[config.mk]
export PLATFORM = sky130hd
export DESIGN_NAME = running_window_rms_top_flat
export DESIGN_NICKNAME = d
export VERILOG_FILES = /design/src/hw/rtl/rwr_pkg.sv /design/src/hw/rtl/rwr_in_if.sv /design/src/hw/rtl/rwr_out_if.sv /design/src/hw/rtl/rwr_cfg.sv /design/src/hw/rtl/rwr_sq.sv /design/src/hw/rtl/rwr_div.sv /design/src/hw/rtl/rwr_sqrt.sv /design/src/hw/rtl/running_window_rms_top.sv /design/src/flat_wrapper.sv
export SDC_FILE = /design/constraint.sdc
export NUM_CORES = 2
export LEC_CHECK = 0
export ABC_AREA = 0
export ABC_CLOCK_PERIOD_IN_PS = 6070
export BUFFER_PORTS_ARGS = -buffer_cell sky130_fd_sc_hd__buf_2
export CAP_MARGIN = 40
export CORE_ASPECT_RATIO = 1.4
export CORE_MARGIN = 1.5
export CORE_UTILIZATION = 57
export DETAILED_ROUTE_END_ITERATION = 16
export PLACE_DENSITY = 0.76
export SLEW_MARGIN = 20
export SYNTH_ARGS = -nofsm -noshare
export SYNTH_HDL_FRONTEND = slang
export SYNTH_SLANG_ARGS = --single-unit
[constraint.sdc]
create_clock -name clk -period 6.07 [get_ports clk]
set_input_delay 0 -clock clk [delete_from_list [all_inputs] [get_ports clk]]
set_output_delay 0 -clock clk [all_outputs]
set_load 0.01 [all_outputs]
[src/hw/rtl/rwr_pkg.sv]
// ----------------------------------------------------------------------------
// rwr_pkg: shared types and constants for the running window RMS block
// Register map, field widths, reset values and the configuration struct.
// ----------------------------------------------------------------------------
package rwr_pkg;

  // default sizes handed to the top level
  localparam int WINDOW_MAX_DEF  = 64;
  localparam int SAMPLE_BITS_DEF = 16;

  // configuration register width and APB port sizes
  localparam int CFG_W   = 7;
  localparam int APB_DW  = 32;
  localparam int APB_AW  = 4;

  // register indexes (byte address is 4 * index)
  localparam logic [1:0] REG_WINDOW_LEN   = 2'd0;
  localparam logic [1:0] REG_LEADING_MODE = 2'd1;
  localparam logic [1:0] REG_MIN_COUNT    = 2'd2;

  // register reset values
  localparam logic [CFG_W-1:0] WINDOW_LEN_RST = 7'd8;
  localparam logic             LEADING_RST    = 1'b0;
  localparam logic [CFG_W-1:0] MIN_COUNT_RST  = 7'd2;
  localparam logic [CFG_W-1:0] MIN_COUNT_LOW  = 7'd2;

  // result format: unsigned Q16.8, root of a 48-bit radicand
  localparam int RMS_W      = 24;
  localparam int RAD_W      = 2 * RMS_W;
  localparam int SQRT_REM_W = RMS_W + 2;
  localparam int FRAC_SHIFT = 16;
  localparam logic [RMS_W-1:0] RMS_MAX = '1;

  typedef struct packed {
    logic [CFG_W-1:0] window_len;
    logic             leading_mode;
    logic [CFG_W-1:0] min_count;
  } cfg_t;

endpackage

[src/hw/rtl/rwr_in_if.sv]
// ----------------------------------------------------------------------------
// rwr_in_if: sample channel
// Valid/ready channel carrying one sample with its missing and last flags.
// ----------------------------------------------------------------------------
interface rwr_in_if #(
  parameter int SAMPLE_BITS = rwr_pkg::SAMPLE_BITS_DEF
);
  logic                          valid;
  logic                          ready;
  logic signed [SAMPLE_BITS-1:0] sample;
  logic                          sample_missing;
  logic                          stream_last;

  modport source (output valid, sample, sample_missing, stream_last, input ready);
  modport sink   (input valid, sample, sample_missing, stream_last, output ready);
endinterface

[src/hw/rtl/rwr_out_if.sv]
// ----------------------------------------------------------------------------
// rwr_out_if: result channel
// Valid/ready channel carrying one RMS result with its status flags.
// ----------------------------------------------------------------------------
interface rwr_out_if;
  logic                       valid;
  logic                       ready;
  logic [rwr_pkg::RMS_W-1:0]  rms_value;
  logic                       rms_defined;
  logic                       result_last;
  logic                       short_stream;

  modport source (output valid, rms_value, rms_defined, result_last, short_stream,
                  input ready);
  modport sink   (input valid, rms_value, rms_defined, result_last, short_stream,
                  output ready);
endinterface

[src/hw/rtl/rwr_cfg.sv]
// ----------------------------------------------------------------------------
// rwr_cfg: configuration registers
// APB-style register file; any write to a known register restarts the stream.
// ----------------------------------------------------------------------------
module rwr_cfg (
  input  logic                         clk,
  input  logic                         rst_n,
  input  logic                         cfg_psel,
  input  logic                         cfg_penable,
  input  logic                         cfg_pwrite,
  input  logic [rwr_pkg::APB_AW-1:0]   cfg_paddr,
  input  logic [rwr_pkg::APB_DW-1:0]   cfg_pwdata,
  output logic [rwr_pkg::APB_DW-1:0]   cfg_prdata,
  output logic                         cfg_pready,
  output rwr_pkg::cfg_t                cfg,
  output logic                         restart
);

  rwr_pkg::cfg_t cfg_r;
  logic          wr_en;
  logic [1:0]    reg_idx;

  assign cfg_pready = 1'b1;
  assign wr_en      = cfg_psel & cfg_penable & cfg_pwrite;
  assign reg_idx    = cfg_paddr[3:2];
  assign cfg        = cfg_r;

  // flag a write to a known register
  always_comb begin
    case (reg_idx)
      rwr_pkg::REG_WINDOW_LEN,
      rwr_pkg::REG_LEADING_MODE,
      rwr_pkg::REG_MIN_COUNT: restart = wr_en;
      default:                restart = 1'b0;
    endcase
  end

  // hold the registers
  always_ff @(posedge clk) begin
    if (!rst_n) begin
      cfg_r.window_len   <= rwr_pkg::WINDOW_LEN_RST;
      cfg_r.leading_mode <= rwr_pkg::LEADING_RST;
      cfg_r.min_count    <= rwr_pkg::MIN_COUNT_RST;
    end else if (wr_en) begin
      case (reg_idx)
        rwr_pkg::REG_WINDOW_LEN:   cfg_r.window_len   <= cfg_pwdata[rwr_pkg::CFG_W-1:0];
        rwr_pkg::REG_LEADING_MODE: cfg_r.leading_mode <= cfg_pwdata[0];
        rwr_pkg::REG_MIN_COUNT:    cfg_r.min_count    <= cfg_pwdata[rwr_pkg::CFG_W-1:0];
        default: ;
      endcase
    end
  end

  // read back
  always_comb begin
    case (reg_idx)
      rwr_pkg::REG_WINDOW_LEN:   cfg_prdata = rwr_pkg::APB_DW'(cfg_r.window_len);
      rwr_pkg::REG_LEADING_MODE: cfg_prdata = rwr_pkg::APB_DW'(cfg_r.leading_mode);
      rwr_pkg::REG_MIN_COUNT:    cfg_prdata = rwr_pkg::APB_DW'(cfg_r.min_count);
      default:                   cfg_prdata = '0;
    endcase
  end

endmodule

[src/hw/rtl/rwr_sq.sv]
// ----------------------------------------------------------------------------
// rwr_sq: bit-serial squarer
// Shift-and-add square of a magnitude, one multiplier bit per cycle.
// ----------------------------------------------------------------------------
module rwr_sq #(
  parameter int SAMPLE_BITS = rwr_pkg::SAMPLE_BITS_DEF
) (
  input  logic                       clk,
  input  logic                       rst_n,
  input  logic                       start,
  input  logic [SAMPLE_BITS-1:0]     mag,
  output logic                       done,
  output logic [2*SAMPLE_BITS-1:0]   sq
);

  localparam int SQ_W = 2 * SAMPLE_BITS;
  localparam int CW   = $clog2(SAMPLE_BITS + 1);

  logic [SQ_W-1:0]        mcand_r;
  logic [SAMPLE_BITS-1:0] mplier_r;
  logic [SQ_W-1:0]        acc_r;
  logic [CW-1:0]          cnt_r;
  logic                   busy_r;
  logic                   done_r;

  assign done = done_r;
  assign sq   = acc_r;

  // step control
  always_ff @(posedge clk) begin
    if (!rst_n) begin
      busy_r <= 1'b0;
      done_r <= 1'b0;
      cnt_r  <= '0;
    end else begin
      done_r <= 1'b0;
      if (start) begin
        busy_r <= 1'b1;
        cnt_r  <= CW'(SAMPLE_BITS);
      end else if (busy_r) begin
        cnt_r <= cnt_r - 1'b1;
        if (cnt_r == CW'(1)) begin
          busy_r <= 1'b0;
          done_r <= 1'b1;
        end
      end
    end
  end

  // add the shifted multiplicand for each set multiplier bit
  always_ff @(posedge clk) begin
    if (start) begin
      mcand_r  <= SQ_W'(mag);
      mplier_r <= mag;
      acc_r    <= '0;
    end else if (busy_r) begin
      if (mplier_r[0]) begin
        acc_r <= acc_r + mcand_r;
      end
      mcand_r  <= mcand_r << 1;
      mplier_r <= mplier_r >> 1;
    end
  end

endmodule

[src/hw/rtl/rwr_div.sv]
// ----------------------------------------------------------------------------
// rwr_div: bit-serial restoring divider
// Shifts the dividend through a narrow remainder, one quotient bit per cycle.
// ----------------------------------------------------------------------------
module rwr_div #(
  parameter int DIV_W = 54,
  parameter int DV_W  = 7
) (
  input  logic             clk,
  input  logic             rst_n,
  input  logic             start,
  input  logic [DIV_W-1:0] dividend,
  input  logic [DV_W-1:0]  divisor,
  output logic             done,
  output logic [DIV_W-1:0] quot
);

  localparam int CW = $clog2(DIV_W + 1);

  logic [DIV_W-1:0] dq_r;
  logic [DV_W-1:0]  rem_r;
  logic [DV_W-1:0]  dvs_r;
  logic [CW-1:0]    cnt_r;
  logic             busy_r;
  logic             done_r;
  logic [DV_W:0]    trial;
  logic             fits;

  assign done  = done_r;
  assign quot  = dq_r;
  assign trial = {rem_r, dq_r[DIV_W-1]};
  assign fits  = trial >= {1'b0, dvs_r};

  // step control
  always_ff @(posedge clk) begin
    if (!rst_n) begin
      busy_r <= 1'b0;
      done_r <= 1'b0;
      cnt_r  <= '0;
    end else begin
      done_r <= 1'b0;
      if (start) begin
        busy_r <= 1'b1;
        cnt_r  <= CW'(DIV_W);
      end else if (busy_r) begin
        cnt_r <= cnt_r - 1'b1;
        if (cnt_r == CW'(1)) begin
          busy_r <= 1'b0;
          done_r <= 1'b1;
        end
      end
    end
  end

  // shift in one dividend bit, subtract when the divisor fits
  always_ff @(posedge clk) begin
    if (start) begin
      dq_r  <= dividend;
      rem_r <= '0;
      dvs_r <= divisor;
    end else if (busy_r) begin
      rem_r <= fits ? DV_W'(trial - {1'b0, dvs_r}) : DV_W'(trial);
      dq_r  <= {dq_r[DIV_W-2:0], fits};
    end
  end

endmodule

[src/hw/rtl/rwr_sqrt.sv]
// ----------------------------------------------------------------------------
// rwr_sqrt: digit-serial integer square root
// Two radicand bits per cycle, one root bit per cycle, floor result.
// ----------------------------------------------------------------------------
module rwr_sqrt (
  input  logic                        clk,
  input  logic                        rst_n,
  input  logic                        start,
  input  logic [rwr_pkg::RAD_W-1:0]   rad,
  output logic                        done,
  output logic [rwr_pkg::RMS_W-1:0]   root
);

  localparam int RW = rwr_pkg::RMS_W;
  localparam int AW = rwr_pkg::RAD_W;
  localparam int EW = rwr_pkg::SQRT_REM_W;
  localparam int CW = $clog2(RW + 1);

  logic [AW-1:0] rad_r;
  logic [RW-1:0] root_r;
  logic [EW-1:0] rem_r;
  logic [CW-1:0] cnt_r;
  logic          busy_r;
  logic          done_r;
  logic [EW-1:0] rem_sh;
  logic [EW-1:0] trial;
  logic          fits;

  assign done   = done_r;
  assign root   = root_r;
  assign rem_sh = {rem_r[EW-3:0], rad_r[AW-1:AW-2]};
  assign trial  = {root_r, 2'b01};
  assign fits   = rem_sh >= trial;

  // step control
  always_ff @(posedge clk) begin
    if (!rst_n) begin
      busy_r <= 1'b0;
      done_r <= 1'b0;
      cnt_r  <= '0;
    end else begin
      done_r <= 1'b0;
      if (start) begin
        busy_r <= 1'b1;
        cnt_r  <= CW'(RW);
      end else if (busy_r) begin
        cnt_r <= cnt_r - 1'b1;
        if (cnt_r == CW'(1)) begin
          busy_r <= 1'b0;
          done_r <= 1'b1;
        end
      end
    end
  end

  // bring down two bits, decide one root bit
  always_ff @(posedge clk) begin
    if (start) begin
      rad_r  <= rad;
      root_r <= '0;
      rem_r  <= '0;
    end else if (busy_r) begin
      rad_r  <= rad_r << 2;
      rem_r  <= fits ? (rem_sh - trial) : rem_sh;
      root_r <= {root_r[RW-2:0], fits};
    end
  end

endmodule

[src/hw/rtl/running_window_rms_top.sv]
// ----------------------------------------------------------------------------
// running_window_rms_top: sliding-window RMS with zero mean
// Delay line of squares, running sum and count, serial divide and root.
// ----------------------------------------------------------------------------
// Usage:
//   in_s carries one sample per item (value, missing flag, last-of-stream).
//   out_m carries RMS results in unsigned Q16.8 with defined/last/short flags.
//   cfg_* is an APB-style port: window_len at 0x0, leading_mode at 0x4,
//   min_count at 0x8; a write restarts the stream state. Write only when idle.
// Processing:
//   One item at a time. Each item is squared by the bit-serial squarer and
//   then updates the sum and count. Each defined result goes through the
//   bit-serial divider (DIV_W = 2*SAMPLE_BITS + log2(window) + 16, 54 by
//   default) and the 24-step root unit; an undefined result skips both.
//   Trailing mode gives one result per item; leading mode gives none until the
//   window fills, then one, and the last item flushes one per sample held.
// Reset and stall:
//   rst_n clears the stream state and loads the register defaults; the delay
//   line memory is not cleared, only entries written in the current stream are
//   read. A result waits in the output register while out_m.ready is low, and
//   the block holds off the next result until it is taken.
// ----------------------------------------------------------------------------
module running_window_rms_top #(
  parameter int WINDOW_MAX  = rwr_pkg::WINDOW_MAX_DEF,
  parameter int SAMPLE_BITS = rwr_pkg::SAMPLE_BITS_DEF
) (
  input  logic                        clk,
  input  logic                        rst_n,
  rwr_in_if.sink                      in_s,
  rwr_out_if.source                   out_m,
  input  logic                        cfg_psel,
  input  logic                        cfg_penable,
  input  logic                        cfg_pwrite,
  input  logic [rwr_pkg::APB_AW-1:0]  cfg_paddr,
  input  logic [rwr_pkg::APB_DW-1:0]  cfg_pwdata,
  output logic [rwr_pkg::APB_DW-1:0]  cfg_prdata,
  output logic                        cfg_pready
);

  localparam int CFG_W  = rwr_pkg::CFG_W;
  localparam int RMS_W  = rwr_pkg::RMS_W;
  localparam int RAD_W  = rwr_pkg::RAD_W;
  localparam int SQ_W   = 2 * SAMPLE_BITS;
  localparam int AW     = $clog2(WINDOW_MAX);
  localparam int DEPTH  = 2 ** AW;
  localparam int CNT_W  = $clog2(WINDOW_MAX + 2);
  localparam int SUM_W  = SQ_W + AW;
  localparam int DIV_W  = (SUM_W + rwr_pkg::FRAC_SHIFT > RAD_W + 1) ?
                          SUM_W + rwr_pkg::FRAC_SHIFT : RAD_W + 1;

  typedef enum logic [3:0] {
    S_IDLE, S_SQ, S_UPD, S_FL, S_EMIT, S_DIV, S_ROOT, S_OUT, S_POST
  } state_t;

  typedef struct packed {
    logic            miss;
    logic [SQ_W-1:0] sq;
  } entry_t;

  state_t             state_r;
  rwr_pkg::cfg_t      cfg;
  logic               restart;

  // stream state
  logic [SUM_W-1:0]   sum_r;
  logic [CNT_W-1:0]   count_r;
  logic [CNT_W-1:0]   seen_r;
  logic [CNT_W-1:0]   flush_r;
  logic [AW-1:0]      wp_r;
  logic [AW-1:0]      rd_addr_r;

  // item and result context
  logic               item_miss_r;
  logic               item_last_r;
  logic               item_shrt_r;
  logic               flush_mode_r;
  logic               em_last_r;
  logic               em_shrt_r;
  logic [RMS_W-1:0]   res_val_r;
  logic               res_def_r;

  // output register
  logic               out_valid_r;
  logic [RMS_W-1:0]   out_value_r;
  logic               out_def_r;
  logic               out_last_r;
  logic               out_shrt_r;

  // delay line of squares
  entry_t             mem [DEPTH];
  entry_t             mem_q_r;
  logic               mem_we;
  entry_t             mem_wd;

  // effective window and minimum
  logic [CFG_W-1:0]   w_sel;
  logic [CNT_W-1:0]   w_eff;
  logic [CFG_W-1:0]   minc;
  logic               defined;

  // arithmetic units
  logic [SAMPLE_BITS-1:0] raw;
  logic [SAMPLE_BITS-1:0] mag;
  logic                   sq_start;
  logic                   sq_done;
  logic [SQ_W-1:0]        sq;
  logic                   div_start;
  logic                   div_done;
  logic [DIV_W-1:0]       quot;
  logic                   rt_start;
  logic                   rt_done;
  logic [RMS_W-1:0]       root;

  // update terms
  logic               drop_tr;
  logic [SUM_W-1:0]   add_term;
  logic [SUM_W-1:0]   sub_term;
  logic [CNT_W-1:0]   n_seen;
  logic [CNT_W-1:0]   seen_nxt;
  logic [CNT_W-1:0]   fl_nxt;
  logic               in_acc;

  rwr_cfg u_cfg (
    .clk         (clk),
    .rst_n       (rst_n),
    .cfg_psel    (cfg_psel),
    .cfg_penable (cfg_penable),
    .cfg_pwrite  (cfg_pwrite),
    .cfg_paddr   (cfg_paddr),
    .cfg_pwdata  (cfg_pwdata),
    .cfg_prdata  (cfg_prdata),
    .cfg_pready  (cfg_pready),
    .cfg         (cfg),
    .restart     (restart)
  );

  rwr_sq #(.SAMPLE_BITS(SAMPLE_BITS)) u_sq (
    .clk   (clk),
    .rst_n (rst_n),
    .start (sq_start),
    .mag   (mag),
    .done  (sq_done),
    .sq    (sq)
  );

  rwr_div #(.DIV_W(DIV_W), .DV_W(CNT_W)) u_div (
    .clk      (clk),
    .rst_n    (rst_n),
    .start    (div_start),
    .dividend (DIV_W'(sum_r) << rwr_pkg::FRAC_SHIFT),
    .divisor  (count_r),
    .done     (div_done),
    .quot     (quot)
  );

  rwr_sqrt u_sqrt (
    .clk   (clk),
    .rst_n (rst_n),
    .start (rt_start),
    .rad   (quot[RAD_W-1:0]),
    .done  (rt_done),
    .root  (root)
  );

  // clamp the window and the minimum count
  always_comb begin
    if (cfg.window_len == '0) begin
      w_sel = CFG_W'(1);
    end else if (cfg.window_len > CFG_W'(WINDOW_MAX)) begin
      w_sel = CFG_W'(WINDOW_MAX);
    end else begin
      w_sel = cfg.window_len;
    end
    minc = (cfg.min_count < rwr_pkg::MIN_COUNT_LOW) ? rwr_pkg::MIN_COUNT_LOW
                                                    : cfg.min_count;
  end

  assign w_eff   = CNT_W'(w_sel);
  assign defined = CFG_W'(count_r) >= minc;

  // sample magnitude for the squarer
  assign raw      = in_s.sample;
  assign mag      = raw[SAMPLE_BITS-1] ? SAMPLE_BITS'(~raw + 1'b1) : raw;
  assign in_acc   = in_s.valid & in_s.ready;
  assign sq_start = in_acc;
  assign in_s.ready = (state_r == S_IDLE) && !restart;

  // unit starts
  assign div_start = (state_r == S_EMIT) && defined;
  assign rt_start  = (state_r == S_DIV) && div_done && (quot[DIV_W-1:RAD_W] == '0);

  // sum and count terms of the update step
  assign drop_tr  = !cfg.leading_mode && (seen_r >= w_eff);
  assign add_term = item_miss_r ? '0 : SUM_W'(sq);
  assign sub_term = (drop_tr && !mem_q_r.miss) ? SUM_W'(mem_q_r.sq) : '0;
  assign n_seen   = seen_r + 1'b1;
  assign seen_nxt = (n_seen > w_eff) ? w_eff : n_seen;
  assign fl_nxt   = flush_r - 1'b1;

  assign mem_we      = (state_r == S_UPD);
  assign mem_wd.miss = item_miss_r;
  assign mem_wd.sq   = item_miss_r ? '0 : sq;

  // delay line memory, registered read
  always_ff @(posedge clk) begin
    if (mem_we) begin
      mem[wp_r] <= mem_wd;
    end
    mem_q_r <= mem[rd_addr_r];
  end

  // sequencer, stream state and output register
  always_ff @(posedge clk) begin
    if (!rst_n) begin
      state_r      <= S_IDLE;
      sum_r        <= '0;
      count_r      <= '0;
      seen_r       <= '0;
      flush_r      <= '0;
      wp_r         <= '0;
      rd_addr_r    <= '0;
      flush_mode_r <= 1'b0;
      out_valid_r  <= 1'b0;
    end else begin
      // drop the taken result unless a new one is loaded this cycle
      if (out_valid_r && out_m.ready && (state_r != S_OUT)) begin
        out_valid_r <= 1'b0;
      end
      case (state_r)
        S_IDLE: begin
          if (restart) begin
            sum_r   <= '0;
            count_r <= '0;
            seen_r  <= '0;
            flush_r <= '0;
          end else if (in_acc) begin
            item_miss_r <= in_s.sample_missing;
            item_last_r <= in_s.stream_last;
            rd_addr_r   <= AW'(wp_r - AW'(w_eff));
            state_r     <= S_SQ;
          end
        end
        S_SQ: begin
          if (sq_done) begin
            state_r <= S_UPD;
          end
        end
        S_UPD: begin
          // drop the oldest sample in trailing mode once the window is full, add the new one
          sum_r   <= sum_r + add_term - sub_term;
          count_r <= count_r + CNT_W'(!item_miss_r)
                     - CNT_W'(drop_tr && !mem_q_r.miss);
          wp_r    <= wp_r + 1'b1;
          seen_r  <= seen_nxt;
          item_shrt_r  <= n_seen < w_eff;
          flush_mode_r <= 1'b0;
          if (!cfg.leading_mode) begin
            em_last_r <= item_last_r;
            em_shrt_r <= item_last_r && (n_seen < w_eff);
            state_r   <= S_EMIT;
          end else if (item_last_r) begin
            flush_r      <= seen_nxt;
            flush_mode_r <= 1'b1;
            state_r      <= S_FL;
          end else if (seen_nxt >= w_eff) begin
            em_last_r <= 1'b0;
            em_shrt_r <= 1'b0;
            rd_addr_r <= AW'(wp_r + 1'b1 - AW'(w_eff));
            state_r   <= S_EMIT;
          end else begin
            state_r <= S_IDLE;
          end
        end
        S_FL: begin
          // next tail window; its oldest entry is dropped after the result
          flush_r   <= fl_nxt;
          em_last_r <= (fl_nxt == '0);
          em_shrt_r <= item_shrt_r && (fl_nxt == '0);
          rd_addr_r <= AW'(wp_r - 1'b1 - AW'(fl_nxt));
          state_r   <= S_EMIT;
        end
        S_EMIT: begin
          if (defined) begin
            state_r <= S_DIV;
          end else begin
            res_val_r <= '0;
            res_def_r <= 1'b0;
            state_r   <= S_OUT;
          end
        end
        S_DIV: begin
          if (div_done) begin
            if (quot[DIV_W-1:RAD_W] != '0) begin
              res_val_r <= rwr_pkg::RMS_MAX;
              res_def_r <= 1'b1;
              state_r   <= S_OUT;
            end else begin
              state_r <= S_ROOT;
            end
          end
        end
        S_ROOT: begin
          if (rt_done) begin
            res_val_r <= root;
            res_def_r <= 1'b1;
            state_r   <= S_OUT;
          end
        end
        S_OUT: begin
          if (!out_valid_r || out_m.ready) begin
            out_valid_r <= 1'b1;
            out_value_r <= res_val_r;
            out_def_r   <= res_def_r;
            out_last_r  <= em_last_r;
            out_shrt_r  <= em_shrt_r;
            state_r     <= S_POST;
          end
        end
        S_POST: begin
          if (!cfg.leading_mode) begin
            if (item_last_r) begin
              sum_r   <= '0;
              count_r <= '0;
              seen_r  <= '0;
              flush_r <= '0;
            end
            state_r <= S_IDLE;
          end else if (flush_mode_r && (flush_r == '0)) begin
            // end of stream: clear the stream state
            sum_r   <= '0;
            count_r <= '0;
            seen_r  <= '0;
            flush_r <= '0;
            state_r <= S_IDLE;
          end else begin
            // drop the window's first entry
            if (!mem_q_r.miss) begin
              sum_r   <= sum_r - SUM_W'(mem_q_r.sq);
              count_r <= count_r - 1'b1;
            end
            state_r <= flush_mode_r ? S_FL : S_IDLE;
          end
        end
        default: state_r <= S_IDLE;
      endcase
    end
  end

  assign out_m.valid        = out_valid_r;
  assign out_m.rms_value    = out_value_r;
  assign out_m.rms_defined  = out_def_r;
  assign out_m.result_last  = out_last_r;
  assign out_m.short_stream = out_shrt_r;

endmodule

[src/flat_wrapper.sv]
// flat-port wrapper written by rule: the top's interface ports become plain ports
module running_window_rms_top_flat 
#(
  parameter int WINDOW_MAX  = rwr_pkg::WINDOW_MAX_DEF,
  parameter int SAMPLE_BITS = rwr_pkg::SAMPLE_BITS_DEF
)
  (clk, rst_n, cfg_psel, cfg_penable, cfg_pwrite, cfg_paddr, cfg_pwdata, cfg_prdata, cfg_pready, in_s_valid, in_s_sample, in_s_sample_missing, in_s_stream_last, in_s_ready, out_m_valid, out_m_rms_value, out_m_rms_defined, out_m_result_last, out_m_short_stream, out_m_ready);
  rwr_in_if #(.SAMPLE_BITS(SAMPLE_BITS)) in_s_i ();
  rwr_out_if out_m_i ();
  input  logic clk;
  input  logic rst_n;
  input  logic cfg_psel;
  input  logic cfg_penable;
  input  logic cfg_pwrite;
  input  logic [rwr_pkg::APB_AW-1:0] cfg_paddr;
  input  logic [rwr_pkg::APB_DW-1:0] cfg_pwdata;
  output logic [rwr_pkg::APB_DW-1:0] cfg_prdata;
  output logic cfg_pready;
  input wire logic [$bits(in_s_i.valid)-1:0] in_s_valid;
  input wire logic [$bits(in_s_i.sample)-1:0] in_s_sample;
  input wire logic [$bits(in_s_i.sample_missing)-1:0] in_s_sample_missing;
  input wire logic [$bits(in_s_i.stream_last)-1:0] in_s_stream_last;
  output wire logic [$bits(in_s_i.ready)-1:0] in_s_ready;
  output wire logic [$bits(out_m_i.valid)-1:0] out_m_valid;
  output wire logic [$bits(out_m_i.rms_value)-1:0] out_m_rms_value;
  output wire logic [$bits(out_m_i.rms_defined)-1:0] out_m_rms_defined;
  output wire logic [$bits(out_m_i.result_last)-1:0] out_m_result_last;
  output wire logic [$bits(out_m_i.short_stream)-1:0] out_m_short_stream;
  input wire logic [$bits(out_m_i.ready)-1:0] out_m_ready;
  assign in_s_i.valid = in_s_valid;
  assign in_s_i.sample = in_s_sample;
  assign in_s_i.sample_missing = in_s_sample_missing;
  assign in_s_i.stream_last = in_s_stream_last;
  assign in_s_ready = in_s_i.ready;
  assign out_m_valid = out_m_i.valid;
  assign out_m_rms_value = out_m_i.rms_value;
  assign out_m_rms_defined = out_m_i.rms_defined;
  assign out_m_result_last = out_m_i.result_last;
  assign out_m_short_stream = out_m_i.short_stream;
  assign out_m_i.ready = out_m_ready;
  running_window_rms_top #(.WINDOW_MAX(WINDOW_MAX), .SAMPLE_BITS(SAMPLE_BITS)) u_core (.clk(clk), .rst_n(rst_n), .in_s(in_s_i), .out_m(out_m_i), .cfg_psel(cfg_psel), .cfg_penable(cfg_penable), .cfg_pwrite(cfg_pwrite), .cfg_paddr(cfg_paddr), .cfg_pwdata(cfg_pwdata), .cfg_prdata(cfg_prdata), .cfg_pready(cfg_pready));
endmodule
==> results.ini <==
[sta]
skew_ns=0.0405
layout_min_cycle_time_ns=5.82
hold_viol_final=0
setup_viol=0
worst_pin_slew_ns=0.900
fin_ws_ns=0.255
finalMaxSlewViolations=0
timing.final.crit_share_pct=95.8
fmax_mhz=172
finalSetupTns_ns=0
max_slew_margin_pct=40.0

[min_path]
holdPathStages=4
min_to=u_core.u_cfg.cfg[7]
hp-class=in2reg
min-delay-start=cfg_pwdata[0]

[yosys]
syn_avg_cell_area_um2=17.2
synth_edf_count=2294
synth_ff_type=edfxtp_1
synth_cell_types=89
ys_seq_area_share_pct=68.8
ys_ff_latch=2560
synthArstFlopShare_pct=0
yosys_warnings=0
netlist.area_leader.share_pct=63.9
synth_area_leaders=edfxtp_1 64%, mux4_2 14%, dfxtp_1 4.9%
synth_area_um2=108000
synth_cells=6271
synth.most_common_cell=edfxtp_1
synth_common_cells=2294 x edfxtp_1, 681 x mux4_2, 460 x nand2_1, 324 x nor2_1, 280 x inv_1
synth_area_leader_cell=edfxtp_1

[final_layout]
final_cells=9253
fillCellCount=12200
drive_gt1_share_pct=22.1
multi_input_area_um2=31800
layout.nets=6881
seq_area_um2=74200
fin_area_um2=121000
area_delta_synth_final_pct=12.5

[drt]
routed_via_density=6.52
num_vias=60300
first_pass_iters=5
antenna_left=0
drt_iter0_drc=7182
route.detailed.drc=0
finalWirelength_um=286000
wl_per_cell_um=30.9

[global_routing]
grt_pass1_vias=61000
overflow=0
grt_pass1_wl_um=414000
gr-usage-all-layers_pct=29.9
grt_start_max_net_pins=112
antenna_found_initial=23

[critical_path]
rr_endpoint=u_core.sum_r[36]
end_kind=register
startpoint_type=register
worstSetupPathType=reg2reg
worstPathMaxFanout=5
path_common_cell=a21o_1
max_stage_delay_ns=0.52
slowest_stage=fa_1
r2r_start=u_core.u_cfg.cfg[11]
cp_data_arrival_time_ns=6.54
reg2reg_slack_ns=0.25
reg2reg_depth=29
worstPathRequired_ns=6.79

[run]
cap_violations=0

[floorplan]
die_h_um=518
row_count=188
core_um2=188000
dieWidth_um=371
dieArea_um2=192000
io_pins=123
start_util_pct=57.4

[clock_network]
path_clk_slew_ns=0.06
cts_root_buffer=clkbuf_16
cts_tree=yes
cts_buffers=223
clock_path_buffers=3
clock_latency_ns=0.87
clock_sinks=2560
cts_htree_levels=4

[power_and_ir_drop]
p_total_mw=46.9
power.leakage_nw=40.3
p_per_area_nw_per_um2=387
vdd_drop_max_mv=0.325

[placed_design]
place_congestion=0.901
dp_hpwl_um=166000
numPlacedInstances=8743
pre_cts_ws_ns=0.0339
place_area_um2=113000
portBuffers=69

[run_status]
outcome=complete, no violations

## power breakdown
group	total [mW]	switching, mW	internal [mW]
logic	11.9	6.93	5.02
clock network	14.4	6.52	7.89
registers	20.6	0.479	20.1
total	46.9	13.9	33.0
## placed cells by master, fill, tap and decap left out, types with 35 or more instances in the layout
cell           synthesis  routed
xor2_1                68      68
nor4_1                38      38
nand2_1              460     460
xnor2_1               99      99
mux2i_1               98      98
nor2_4                 0      65
buf_4                 26     201
clkbuf_16              0     227
o21a_1                45      45
dfxtp_1              266     257
clkinv_1               0      60
a211oi_1              36      35
o21ai_0              186     182
a21o_1                79      79
dlygate4sd3_1          0      70
buf_2                 16      69
a22oi_1               40      40
buf_12                 0      37
a21oi_1              218     216
nor2b_1               59      58
edfxtp_1            2294    2294
nand3_1               63      62
inv_1                280     249
ha_1                 201     200
fa_1                  38      37
mux4_2               681     681
clkinv_2               0      38
clkbuf_1             224      42
nor2_1               324     258
## sequential cells by signal, summed over array words and instances, names as in the netlist, 32 cells and up
signal and flops:
u_core.sum_r 38, u_core.u_sq.sq 32, u_core.mem_q_r 33, u_core.u_sqrt.rad_r 48, u_core.u_sq.mcand_r 32, u_core.mem 2112, u_core.u_div.quot 54
## worst max-delay path by stage
stage / startpoint / end / slack [ns] / cells past startpoint
final: u_core.u_cfg.cfg[11] / u_core.sum_r[36] / 0.25 / 29
after CTS: u_core.u_cfg.cfg[9] / u_core.sum_r[37] / 0.01 / 32
after floorplan: u_core.item_miss_r / u_core.sum_r[34] / 0.21 / 15
after global routing: u_core.u_cfg.cfg[10] / u_core.sum_r[34] / -0.04 / 28
after detailed placement: u_core.u_cfg.cfg[9] / u_core.sum_r[34] / 0.03 / 31
after global placement: u_core.u_cfg.cfg[9] / u_core.sum_r[37] / 0.07 / 31
## metrics by stage
stage               utilization (%)  hold WS, ns
floorplan                         -       0.0989
finish                         64.6        0.141
CTS                            64.5       0.0755
global placement               59.9        0.182
detailed placement             60.2        0.179
global route                   64.6        0.133
## worst max-delay path: cells and delay by family, from the launching register on
family / cells / cell delay (ns)
flops: 1 / 0.32
simple gates: 7 / 0.81
xor+xnor: 1 / 0.17
compound gates: 15 / 2.72
fa+ha+maj: 3 / 1.17
buf+inv: 3 / 0.47
## per-layer routing
metal / GRT usage [%] / up-vias / wire length, um / share of wire (%)
met5: 0 / - / 148 / 0.052
met4: 16.9 / 20 / 18800 / 6.6
met3: 5.05 / 723 / 23800 / 8.3
met2: 50.9 / 3523 / 146000 / 51
met1: 36.2 / 30900 / 98100 / 34
li1: - / 25100 / - / -
## kinds of logic after synthesis
group / count (synthesis) / synth area share (%)
other cells: 2 / 0.00697
xor+xnor: 167 / 1.36
buf+inv: 618 / 2.29
compound gates: 779 / 4.59
mux: 792 / 15.3
simple gates: 1114 / 4.61
flops: 2560 / 68.8
fa+ha+maj: 239 / 3.04
## layout make-up
cell class / count / share of cell area, %
clock inverters: 145 / 1.20
inverters: 280 / 0.866
well taps: 2470 / 2.55
diodes: 7 / 0.0144
clock buffers: 275 / 4.87
flip-flops and latches: 2560 / 61.2
repair buffers: 399 / 3.07
multi-input cells: 3117 / 26.2
## what timing repair did
action,in CTS,in global routing
setup endpoints to repair,1,12
gates cloned,0,1
gates resized for setup,0,27
pin swaps,2,20
hold endpoints to repair,152,0
hold buffers,70,0
buffers inserted,0,5
(Power assumes the default switching activity.)
